**config.mk**
```make
export PLATFORM = sky130hd
export DESIGN_NAME = mvsf_ctrl
export DESIGN_NICKNAME = d
export VERILOG_FILES = /design/src/design/mvsf_pkg.sv /design/src/design/mvsf_ctrl.sv
export SDC_FILE = /design/constraint.sdc
export NUM_CORES = 1
export LEC_CHECK = 0
export BUFFER_PORTS_ARGS = -buffer_cell sky130_fd_sc_hd__buf_2
export CAP_MARGIN = 20
export CORE_AREA = 2 2 39 41
export CTS_CLUSTER_SIZE = 12
export DETAILED_ROUTE_END_ITERATION = 8
export DIE_AREA = 0 0 41 43
export HOLD_SLACK_MARGIN = 0.03
export SLEW_MARGIN = 20
export SYNTH_ARGS = -nofsm -noshare
export SYNTH_HDL_FRONTEND = slang
export SYNTH_SLANG_ARGS = --single-unit
```
**constraint.sdc**
```tcl
create_clock -name i_clk -period 1 [get_ports i_clk]
set_input_delay 0.1 -clock i_clk [delete_from_list [all_inputs] [get_ports i_clk]]
set_output_delay 0.1 -clock i_clk [all_outputs]
set_load 0.03 [all_outputs]
```
**src/design/mvsf_pkg.sv**
```systemverilog
// ============================================================================
// mvsf_pkg: shared types and constants for the scrolling frame store
// Request types, opcodes, controller states and the command and status
// structs that join the controller to the datapath.
// ============================================================================
package mvsf_pkg;

    localparam int DEF_VISIBLE_LINES = 480;
    localparam int DEF_TOTAL_LINES   = 525;
    localparam int DEF_VSYNC_START   = 490;
    localparam int DEF_VSYNC_END     = 492;
    localparam int DEF_LINE_BYTES    = 64;

    localparam int COORD_W     = 9;
    localparam int WORD_BITS   = 64;
    localparam int PIX_SHIFT_W = 6;

    typedef enum logic [1:0] {
        OP_TICK   = 2'd0,
        OP_SET    = 2'd1,
        OP_CLEAR  = 2'd2,
        OP_SCROLL = 2'd3
    } t_opcode;

    typedef struct packed {
        t_opcode              opcode;
        logic [COORD_W-1:0]   pixel_x;
        logic [COORD_W-1:0]   pixel_y;
        logic [COORD_W-1:0]   scroll_amount;
    } t_in_req;

    typedef struct packed {
        logic [WORD_BITS-1:0] line_word;
        logic                 last_word;
        logic                 vsync_out;
        logic                 blank_line;
    } t_out_req;

    typedef enum logic [2:0] {
        ST_CLEAR,
        ST_IDLE,
        ST_REDUCE,
        ST_PIX_ADDR,
        ST_PIX_READ,
        ST_PIX_WRITE,
        ST_TICK
    } t_state;

    typedef struct packed {
        logic req_load;
        logic clr_start;
        logic clr_step;
        logic red_step;
        logic pix_addr;
        logic pix_read;
        logic pix_write;
        logic tick_start;
        logic tick_issue;
        logic line_adv;
    } t_dp_cmd;

    typedef struct packed {
        logic x_in_range;
        logic d_zero;
        logic clr_last;
        logic tick_last;
        logic q_room;
    } t_dp_status;

endpackage

```
**src/design/mvsf_ctrl.sv**
```systemverilog
// ============================================================================
// mvsf_ctrl: sequencer for the scrolling frame store
// Accepts one request at a time and steps the datapath through clearing,
// pixel read-modify-write and line read-out.
// ============================================================================
module mvsf_ctrl (
    input  logic                   i_clk,
    input  logic                   i_rst_n,
    input  logic                   i_in_valid,
    input  mvsf_pkg::t_opcode      i_opcode,
    input  mvsf_pkg::t_dp_status   i_status,
    output logic                   o_in_stall,
    output mvsf_pkg::t_dp_cmd      o_cmd
);

    mvsf_pkg::t_state r_state;
    mvsf_pkg::t_state n_state;
    logic             accept;

    assign accept     = i_in_valid && (r_state == mvsf_pkg::ST_IDLE);
    assign o_in_stall = (r_state != mvsf_pkg::ST_IDLE);

    always_ff @(posedge i_clk) begin
        if (!i_rst_n) begin
            r_state <= mvsf_pkg::ST_CLEAR;
        end else begin
            r_state <= n_state;
        end
    end

    always_comb begin
        n_state = r_state;
        case (r_state)
            mvsf_pkg::ST_CLEAR: begin
                if (i_status.clr_last) begin
                    n_state = mvsf_pkg::ST_IDLE;
                end
            end
            mvsf_pkg::ST_IDLE: begin
                if (accept) begin
                    case (i_opcode)
                        mvsf_pkg::OP_TICK: begin
                            n_state = mvsf_pkg::ST_TICK;
                        end
                        mvsf_pkg::OP_SET, mvsf_pkg::OP_CLEAR: begin
                            if (i_status.x_in_range) begin
                                n_state = mvsf_pkg::ST_REDUCE;
                            end
                        end
                        mvsf_pkg::OP_SCROLL: begin
                            if (!i_status.d_zero) begin
                                n_state = mvsf_pkg::ST_CLEAR;
                            end
                        end
                        default: begin
                            n_state = mvsf_pkg::ST_IDLE;
                        end
                    endcase
                end
            end
            mvsf_pkg::ST_REDUCE: begin
                n_state = mvsf_pkg::ST_PIX_ADDR;
            end
            mvsf_pkg::ST_PIX_ADDR: begin
                n_state = mvsf_pkg::ST_PIX_READ;
            end
            mvsf_pkg::ST_PIX_READ: begin
                n_state = mvsf_pkg::ST_PIX_WRITE;
            end
            mvsf_pkg::ST_PIX_WRITE: begin
                n_state = mvsf_pkg::ST_IDLE;
            end
            mvsf_pkg::ST_TICK: begin
                if (i_status.q_room && i_status.tick_last) begin
                    n_state = mvsf_pkg::ST_IDLE;
                end
            end
            default: begin
                n_state = mvsf_pkg::ST_IDLE;
            end
        endcase
    end

    always_comb begin
        o_cmd = '0;
        case (r_state)
            mvsf_pkg::ST_CLEAR: begin
                o_cmd.clr_step = 1'b1;
            end
            mvsf_pkg::ST_IDLE: begin
                if (accept) begin
                    o_cmd.req_load = 1'b1;
                    case (i_opcode)
                        mvsf_pkg::OP_TICK: begin
                            o_cmd.tick_start = 1'b1;
                        end
                        mvsf_pkg::OP_SCROLL: begin
                            o_cmd.clr_start = 1'b1;
                        end
                        default: begin
                            o_cmd.tick_start = 1'b0;
                        end
                    endcase
                end
            end
            mvsf_pkg::ST_REDUCE: begin
                o_cmd.red_step = 1'b1;
            end
            mvsf_pkg::ST_PIX_ADDR: begin
                o_cmd.pix_addr = 1'b1;
            end
            mvsf_pkg::ST_PIX_READ: begin
                o_cmd.pix_read = 1'b1;
            end
            mvsf_pkg::ST_PIX_WRITE: begin
                o_cmd.pix_write = 1'b1;
            end
            mvsf_pkg::ST_TICK: begin
                if (i_status.q_room) begin
                    o_cmd.tick_issue = 1'b1;
                    o_cmd.line_adv   = i_status.tick_last;
                end
            end
            default: begin
                o_cmd = '0;
            end
        endcase
    end

endmodule

```
==> results of run 1 <==
-- synthesized netlist by cell type --
| cell | n |
|---|---|
| nor2b_1 | 2 |
| o21ai_1 | 1 |
| and3b_1 | 1 |
| o221a_2 | 1 |
| buf_2 | 2 |
| and3_1 | 3 |
| nor3_1 | 2 |
| o31ai_1 | 1 |
| a32oi_2 | 1 |
| nand2b_1 | 2 |
| nor3b_2 | 1 |
| and2_1 | 3 |
| inv_2 | 1 |
| o21ba_1 | 1 |
| nor3b_1 | 1 |
| nand4_1 | 1 |
| nor2_1 | 3 |
| dfxtp_1 | 3 |
| a31oi_1 | 2 |
| nand2_1 | 3 |
| nor3b_4 | 1 |
| ha_1 | 2 |
| inv_1 | 2 |
-- logic make-up after synthesis --
family,Yosys count,share of synthesized area [%]
flip-flops,3,18.9
AND/OR/NAND/NOR,23,46.9
adder cells (fa/ha/maj),2,7.87
AO/OA/AOI/OAI,7,19.7
buffers and inverters,5,6.69
-- worst reg2reg max path: cells and delay by family (launching register included) --
family          cells  cell delay (ps)
buf+inv             3              320
simple gates        1              230
flops               1              320
compound gates      2              270
-- how the worst min path moves through the flow --
stage / slack (ps) / start / endpoint / depth (start not counted)
detailed placement: 400 / i_rst_n / r_state[0]$_SDFFE_PN0P_ / 2
global route: 150 / i_rst_n / r_state[0]$_SDFFE_PN0P_ / 2
CTS: 150 / i_rst_n / r_state[0]$_SDFFE_PN0P_ / 2
global placement: 400 / i_rst_n / r_state[0]$_SDFFE_PN0P_ / 2
finish: 150 / i_rst_n / r_state[0]$_SDFFE_PN0P_ / 2
floorplan: 240 / i_rst_n / r_state[0]$_SDFFE_PN0P_ / 1
-- metrics by stage --
stage	TNS (ps)	setup WS, ps	std cells	power [mW]	util [%]
global placement	-1230	-154	82	0.605	37.2
CTS	-3590	-363	87	0.920	44.9
floorplan	-521	-140	40	0.467	-
detailed placement	-1370	-174	82	0.610	37.2
global route	-4380	-416	87	0.976	44.9
finish	-3400	-349	87	0.908	44.9
-- what timing repair did --
item | 4_1_cts | 5_1_grt
resized for setup | 25 | 0
setup buffers | 1 | 0
endpoints found under the setup margin | 14 | 14
pin swaps | 4 | 3
endpoints found under the hold margin | 0 | 0
-- layout make-up --
type / count / area (sq um) / share of cell area, %
timing repair buffer: 29 / 229 / 36.8
sequential: 3 / 63.8 / 10.3
multi-input combinational: 32 / 272 / 43.7
tap: 16 / 20.0 / 3.22
clock buffer: 4 / 26.3 / 4.23
inverter: 3 / 11.3 / 1.81
-- routing by layer --
| layer | up-vias | wire, microns |
|---|---|---|
| li1 | 205 | - |
| met1 | 172 | 335 |
| met2 | 14 | 466 |
| met3 | 2 | 44 |
| met4 | 0 | 17 |
| met5 | - | 0 |
-- power groups by stage --
stage	combinational (mW)	clock, mW	sequential, mW
2_1_floorplan	0.298	0	0.169
3_3_place_gp	0.440	0	0.165
3_5_place_dp	0.444	0	0.166
4_1_cts	0.520	0.231	0.169
5_1_grt	0.557	0.246	0.173
6_report	0.515	0.222	0.171
==> impl_metrics.py, run 1 <==
metrics = {
    "global_route": {
        "grt_use_met1_pct": 11.5,
        "use_met3_pct": 3.14,
        "grt_pass1_wl_microns": 1390,
        "groute.usage.overall_pct": 11.4,
        "antenna_found_initial": 0,
        "use_met2_pct": 19.7,
        "grt_max_degree": 9,
        "grt_overflow_total": 0,
        "first_global_vias": 360,
        "busiest_layer": "met2",
    },
    "logic_synthesis": {
        "ys_warn_count": 0,
        "synth_cell_type_count": 23,
        "synth_area_leaders": "dfxtp_1 (19%), ha_1 (7.9%), and2_1 (5.9%)",
        "syn_area_per_cell_sq_um": 7.95,
        "yosys.area.top_type": "dfxtp_1",
        "synth_top_area_share_pct": 18.9,
        "syn_nets": 52,
        "synthCells": 40,
        "ys_seq_area_share_pct": 18.9,
        "synth_area_sq_um": 318,
        "ys_seq_elements": 3,
    },
    "critical_path": {
        "r2r_start": "r_state[1]$_SDFFE_PN0P_",
        "crit_buf_inv": 2,
        "r2r_slack_ps": -250,
        "r2r_cells": 6,
        "crit_top_cell": "buf_6",
        "cp.required_ps": 900,
        "r2r-end": "r_state[1]$_SDFFE_PN0P_",
        "endpoint": "o_cmd[2]",
        "path_cells": "buf_6 -> nor3b_4 -> and3_4 -> buf_6",
        "crit_fanout": 4,
        "slowest_stage": "dfxtp_2",
        "arrival_ps": 1250,
        "critPathMaxStageDelay_ps": 320,
        "worst-setup-path-type": "reg2out",
        "crit_path_start_kind": "register",
        "cpLargestDelayFamily": "simple AND/OR/NAND/NOR gates",
        "worstSetupPathDepth": 4,
        "startpoint": "r_state[1]$_SDFFE_PN0P_",
        "end_kind": "output pin",
    },
    "cells_and_area": {
        "top_regs": "r_state x3",
        "drive_gt1_share_pct": 67.6,
        "final_net_count": 84,
        "insertedDiodeCount": 0,
        "largest_reg_flops": 3,
        "mostFrequentLayoutCell": "buf_4",
        "syn_to_final_growth_pct": 95.7,
        "fin_area_sq_um": 622,
        "regMostFlops": "r_state",
        "final_cell_mix": "buf_4 (11), buf_2 (9), buf_6 (9)",
        "fillers": 140,
    },
    "sta": {
        "max_slew_margin_pct": 85.2,
        "slew_viol_final": 0,
        "timing.final.crit_share_pct": 135,
        "rsz0062_at_grt": "yes",
        "setup_violations": 14,
        "finalClockSkew_ps": 6.66,
        "worst_pin_slew_ps": 220,
        "fin_worst_hold_slack_ps": 151,
        "max_freq_mhz": 741,
        "hold_viol": 0,
        "setup_ws_ps": -349,
        "period_minus_slack_ps": 1350,
    },
    "power_and_ir_drop": {
        "combinationalPowerShare_pct": 56.7,
        "swShare_pct": 38.6,
        "p_per_area_mw_per_mm2": 1460,
        "power_switching_uw": 351,
        "p_seq_share_pct": 18.8,
        "p_int_uw": 557,
        "p_leak_nw": 0.302,
        "ir_worst_vdd_uv": 743,
        "clkPwrFrac_pct": 24.5,
    },
    "routing": {
        "num_vias": 393,
        "routedWlPerCell_microns": 9.92,
        "drtPass1Iterations": 2,
        "drt_iter0_drc": 6,
        "antenna_left": 0,
        "routed_wl_microns": 863,
        "route.detailed.drc": 0,
        "avgViaCountPerCell": 4.52,
    },
    "die": {
        "start_util_pct": 23.0,
        "die_y_microns": 43,
        "dieArea_sq_mm": 0.00176,
        "rows": 14,
        "ios": 21,
        "core_sq_mm": 0.00138,
        "die_w_microns": 41,
    },
    "clock_tree": {
        "cts_tree": "built",
        "clkLatencyLatePin_ps": 240,
        "clk_pin_slew_worst_paths_ps": 30,
        "cts_num_sinks": 3,
        "h-tree-depth": 1,
        "clockRootBuffer": "clkbuf_4",
        "cts_max_path_buffers": 2,
        "cts_made_buffers": 3,
        "ctsHoldBuffers": 0,
    },
    "run": {
        "maxCapViolCount": 0,
    },
    "run_status": {
        "violations": "negative setup slack",
        "outcome": "finished, violations left",
    },
    "placement": {
        "place_area_sq_um": 514,
        "gp_congestion": 0.756,
        "detailed_place_hpwl_microns": 693,
        "numPortBuffers": 20,
    },
    "worst_hold_path": {
        "hold_class": "in2reg",
    },
}
(Power assumes the default switching activity.)
==> inputs of run 2 (changes only) <==
--- a/config.mk
+++ b/config.mk
@@ -12,6 +12,7 @@
 export DETAILED_ROUTE_END_ITERATION = 8
 export DIE_AREA = 0 0 41 43
 export HOLD_SLACK_MARGIN = 0.03
+export REMOVE_ABC_BUFFERS = 1
 export SLEW_MARGIN = 20
 export SYNTH_ARGS = -nofsm -noshare
 export SYNTH_HDL_FRONTEND = slang
==> run 2 against run 1 <==
Effect of this change: the run still ends with negative setup slack left; maximum frequency up 1.7%; sequential share of layout area is 0.81 points lower; count of clock-buffer cells in the layout is the same; design area up 17%; non-clock buffer count up 5; highest routed layer unchanged.
==> impl_metrics.py, run 2 (synthesis results as in run 1) <==
metrics = {
    "run_status": {
        "outcome": "finished, violations left",
        "violations": "negative setup slack",
    },
    "placement": {
        "numPortBuffers": 20,
        "place_area_sq_um": 480,
        "detailed_place_hpwl_microns": 678,
        "gp_congestion": 0.832,
    },
    "routing": {
        "antenna_left": 0,
        "routedWlPerCell_microns": 11.2,
        "drtPass1Iterations": 4,
        "num_vias": 427,
        "avgViaCountPerCell": 4.64,
        "routed_wl_microns": 1030,
        "route.detailed.drc": 0,
        "drt_iter0_drc": 2,
    },
    "sta": {
        "rsz0062_at_grt": "yes",
        "setup-tns-final_ps": -3260,
        "fin_worst_hold_slack_ps": 132,
        "period_minus_slack_ps": 1330,
        "setup_violations": 14,
        "setup_ws_ps": -327,
        "max_slew_margin_pct": 86.7,
        "worst_pin_slew_ps": 198,
        "finalClockSkew_ps": 0.134,
        "timing.final.crit_share_pct": 133,
        "max_freq_mhz": 753,
        "hold_viol": 0,
        "slew_viol_final": 0,
    },
    "critical_path": {
        "crit_fanout": 4,
        "crit_path_start_kind": "register",
        "r2r_cells": 6,
        "end_kind": "output pin",
        "path_cells": "buf_6 -> nor3b_4 -> and3_4 -> buf_6",
        "r2r-end": "r_state[1]$_SDFFE_PN0P_",
        "arrival_ps": 1230,
        "crit_buf_inv": 2,
        "critPathMaxStageDelay_ps": 320,
        "r2r_slack_ps": -240,
        "cp.required_ps": 900,
        "worst-setup-path-type": "reg2out",
        "r2r_start": "r_state[1]$_SDFFE_PN0P_",
        "crit_top_cell": "buf_6",
        "cpLargestDelayFamily": "simple AND/OR/NAND/NOR gates",
        "slowest_stage": "dfxtp_2",
    },
    "clock_tree": {
        "clkLatencyLatePin_ps": 240,
        "cts_tree": "built",
        "clk_pin_slew_worst_paths_ps": 40,
        "ctsHoldBuffers": 0,
        "cts_made_buffers": 3,
        "h-tree-depth": 1,
        "cts_num_sinks": 3,
        "clockRootBuffer": "clkbuf_4",
        "cts_max_path_buffers": 2,
    },
    "power_and_ir_drop": {
        "combinationalPowerShare_pct": 61.6,
        "ir_worst_vdd_uv": 598,
        "power_switching_uw": 409,
        "p_per_area_mw_per_mm2": 1450,
        "total_power_mw": 1.05,
        "p_int_uw": 644,
        "p_leak_nw": 0.345,
        "p_seq_share_pct": 16.7,
        "clkPwrFrac_pct": 21.7,
        "swShare_pct": 38.8,
    },
    "die": {
        "dieArea_sq_mm": 0.00176,
        "die_y_microns": 43,
        "ios": 21,
        "rows": 14,
        "core_sq_mm": 0.00138,
        "start_util_pct": 23.0,
        "die_w_microns": 41,
    },
    "cells_and_area": {
        "final_util_pct": 52.6,
        "drive_gt1_share_pct": 72.4,
        "syn_to_final_growth_pct": 129,
        "final_net_count": 89,
        "fillers": 139,
        "regMostFlops": "r_state",
        "fin_area_sq_um": 728,
        "top_regs": "r_state x3",
        "final_cell_mix": "buf_6 (17), buf_2 (9), buf_4 (8)",
        "insertedDiodeCount": 0,
        "largest_reg_flops": 3,
        "mostFrequentLayoutCell": "buf_6",
    },
    "run": {
        "maxCapViolCount": 0,
    },
    "worst_hold_path": {
        "hold_end": "r_state[0]$_SDFFE_PN0P_",
        "min_from": "i_rst_n",
        "hold_class": "in2reg",
        "holdPathStages": 2,
    },
    "global_route": {
        "antenna_found_initial": 0,
        "grt_overflow_total": 0,
        "grt_pass1_wl_microns": 1480,
        "grt_max_degree": 8,
        "groute.usage.overall_pct": 12.8,
        "first_global_vias": 392,
    },
}
-- run 2: metal layers --
metal / global-route usage (%) / share of wire, %
met1: 13.5 / 41
met2: 20.9 / 53
met3: 3.14 / 3.8
met4: 8.00 / 2.5
met5: 0 / 0
-- run 2: repair_timing --
item	in CTS	in global routing
gates resized for setup	29	19
pin swaps	5	10
gates cloned	0	0
endpoints found under the setup margin	14	14
buffers inserted	2	5
-- run 2: worst register-to-register path: cells and delay by family, from the launching register on --
family | cells | cell delay (ps)
flip-flops | 1 | 320
buffers and inverters | 3 | 310
AO/OA/AOI/OAI | 2 | 280
AND/OR/NAND/NOR | 1 | 210
-- run 2: worst max-delay path by stage --
| stage | startpoint | to | slack [ps] | depth (start not counted) |
|---|---|---|---|---|
| final | r_state[1]$_SDFFE_PN0P_ | o_cmd[2] | -330 | 4 |
| after CTS | r_state[1]$_SDFFE_PN0P_ | o_cmd[2] | -350 | 4 |
| after global routing | r_state[1]$_SDFFE_PN0P_ | o_cmd[2] | -400 | 4 |
| after global placement | r_state[1]$_SDFFE_PN0P_ | o_cmd[0] | -140 | 4 |
| after detailed placement | r_state[1]$_SDFFE_PN0P_ | o_cmd[2] | -150 | 4 |
| after floorplan | r_state[1]$_SDFFE_PN0P_ | o_cmd[0] | -560 | 3 |
-- run 2: power by group through the flow --
stage | clock network, mW | logic, mW | registers [mW]
floorplan | 0 | 0.231 | 0.186
global placement | 0 | 0.408 | 0.166
detailed placement | 0 | 0.411 | 0.166
CTS | 0.215 | 0.506 | 0.172
global route | 0.253 | 0.690 | 0.180
finish | 0.228 | 0.649 | 0.176
-- run 2: per-stage QoR --
stage                     setup WS, ps  std cells
after floorplan                   -558         38
after global placement            -145         81
after detailed placement          -153         81
after CTS                         -347         87
after global routing              -401         92
final                             -327         92
-- run 2: layout make-up --
cell class | instances | area (sq um) | share of cell area, %
multi-input combinational | 32 | 303 | 41.6
sequential | 3 | 68.8 | 9.45
timing repair buffer | 34 | 297 | 40.7
tap | 16 | 20.0 | 2.75
inverter | 3 | 13.8 | 1.89
clock buffer | 4 | 26.3 | 3.61
==> inputs of run 3 (changes only) <==
--- a/config.mk
+++ b/config.mk
@@ -11,6 +11,7 @@
 export CTS_CLUSTER_SIZE = 12
 export DETAILED_ROUTE_END_ITERATION = 8
 export DIE_AREA = 0 0 41 43
+export GPL_TIMING_DRIVEN = 1
 export HOLD_SLACK_MARGIN = 0.03
 export REMOVE_ABC_BUFFERS = 1
 export SLEW_MARGIN = 20
==> constraint.sdc (replaced) <==
create_clock -name i_clk -period 1 [get_ports i_clk]
set_input_delay 0.2 -clock i_clk [delete_from_list [all_inputs] [get_ports i_clk]]
set_output_delay 0.2 -clock i_clk [all_outputs]
set_load 0.03 [all_outputs]
==> run 3 against run 2 <==
Effect of this change: global-route usage rose by 0.39 points; setup slack got worse by 94 ps; non-clock buffer count rose by 3; highest routed layer unchanged; largest cell class is now buffers; cell count rose by 3.3%; first-iteration DRC count did not move; power rose by 3.2%; clock skew barely moved; critical path type unchanged; the run still ends with negative setup slack left; sequential power barely moved; utilization rose by 2.7 points; critical path depth did not move.
==> impl_metrics.py, run 3 (synthesis results as in run 1) <==
metrics = {
    "power_and_ir_drop": {
        "p_leak_nw": 0.361,
        "p_per_area_mw_per_mm2": 1420,
        "total_power_mw": 1.09,
        "ir_worst_vdd_uv": 658,
    },
    "worst_hold_path": {
        "hold_class": "in2reg",
        "min_from": "i_rst_n",
    },
    "critical_path": {
        "arrival_ps": 1220,
        "cp.required_ps": 800,
        "crit_path_start_kind": "register",
        "worst-setup-path-type": "reg2out",
        "end_kind": "output pin",
        "r2r_start": "r_state[1]$_SDFFE_PN0P_",
        "crit_fanout": 4,
        "startpoint": "r_state[1]$_SDFFE_PN0P_",
    },
    "routing": {
        "drtPass1Iterations": 4,
        "routed_wl_microns": 1130,
        "route.detailed.drc": 0,
        "routedWlPerCell_microns": 11.9,
        "drt_iter0_drc": 2,
        "avgViaCountPerCell": 4.87,
        "antenna_left": 0,
        "num_vias": 463,
    },
    "global_route": {
        "antenna_found_initial": 0,
        "grt_pass1_wl_microns": 1550,
        "busiest_layer": "met2",
        "grt_overflow_total": 0,
        "grt_use_met1_pct": 15.7,
        "groute.usage.overall_pct": 13.1,
        "first_global_vias": 400,
        "use_met3_pct": 2.09,
        "use_met2_pct": 18.8,
        "grt_max_degree": 6,
    },
    "clock_tree": {
        "clkLatencyLatePin_ps": 240,
        "clockRootBuffer": "clkbuf_4",
        "cts_made_buffers": 3,
        "cts_num_sinks": 3,
        "ctsHoldBuffers": 0,
        "cts_tree": "built",
        "h-tree-depth": 1,
        "clk_pin_slew_worst_paths_ps": 40,
        "cts_max_path_buffers": 2,
    },
    "sta": {
        "setup_violations": 14,
        "hold_viol": 0,
        "period_minus_slack_ps": 1420,
        "timing.final.crit_share_pct": 142,
        "fin_worst_hold_slack_ps": 252,
        "max_freq_mhz": 704,
        "max_slew_margin_pct": 84.1,
        "finalClockSkew_ps": 0.279,
        "rsz0062_at_grt": "yes",
        "slew_viol_final": 0,
        "worst_pin_slew_ps": 236,
        "setup_ws_ps": -421,
    },
    "cells_and_area": {
        "largest_reg_flops": 3,
        "drive_gt1_share_pct": 73.4,
        "final_net_count": 92,
        "regMostFlops": "r_state",
        "insertedDiodeCount": 0,
        "mostFrequentLayoutCell": "buf_6",
        "final_cell_mix": "buf_6 (19), buf_2 (9), buf_4 (9)",
        "top_regs": "r_state x3",
        "final_util_pct": 55.3,
        "syn_to_final_growth_pct": 141,
        "fillers": 123,
    },
    "die": {
        "ios": 21,
        "dieArea_sq_mm": 0.00176,
        "start_util_pct": 23.0,
        "die_w_microns": 41,
        "core_sq_mm": 0.00138,
        "rows": 14,
        "die_y_microns": 43,
    },
    "run": {
        "maxCapViolCount": 0,
    },
    "placement": {
        "detailed_place_hpwl_microns": 656,
        "numPortBuffers": 20,
        "gp_congestion": 0.863,
    },
    "run_status": {
        "violations": "negative setup slack",
        "outcome": "finished, violations left",
    },
}
run 3: final cells by class:
class / instances / area [sq um] / area share (%)
Tap cell: 16 / 20.0 / 2.61
Timing Repair Buffer: 37 / 327 / 42.6
Inverter: 3 / 13.8 / 1.80
Clock buffer: 4 / 26.3 / 3.43
Multi-Input combinational cell: 32 / 310 / 40.5
Sequential cell: 3 / 68.8 / 8.99
run 3: through the flow:
stage               setup TNS, ps  worst slack (ps)  cell area (sq um)  instances
floorplan                   -3460              -658                308         38
global placement            -2440              -239                495         83
detailed placement          -2530              -249                495         83
CTS                         -4450              -433                664         90
global route                -5390              -483                766         95
finish                      -4670              -421                766         95
run 3: timing repair:
item	CTS	global route
setup buffers	3	5
resized for setup	37	14
pin swaps	11	11
endpoints found under the setup margin	14	14
run 3: layer usage:
layer | share of wire [%] | vias up
met5 | 0 | -
met2 | 54 | 17
met1 | 38 | 221
met3 | 3.8 | 4
li1 | - | 221
met4 | 3.3 | 0
run 3: final timing paths:
kind                        endpoint  slack [ps]  depth (start not counted)
max                         o_cmd[8]        -420                          4
min          r_state[0]$_SDFFE_PN0P_         250                          2
max reg2reg  r_state[1]$_SDFFE_PN0P_        -330                          7
min reg2reg  r_state[0]$_SDFFE_PN0P_         710                          2
run 3: report_power, final:
part | leakage [nW] | switching (mW) | internal [mW] | total [mW]
registers | 0.0264 | 0.0328 | 0.146 | 0.179
clock network | 0.0150 | 0.0710 | 0.150 | 0.221
logic | 0.319 | 0.312 | 0.374 | 0.686
total | 0.361 | 0.416 | 0.670 | 1.09
run 3: worst max-delay path, cell delays in order (launching register included):
cell	delay [ps]
dfxtp_2	330
buf_6	120
nor3b_4	200
and3_4	210
buf_6	120
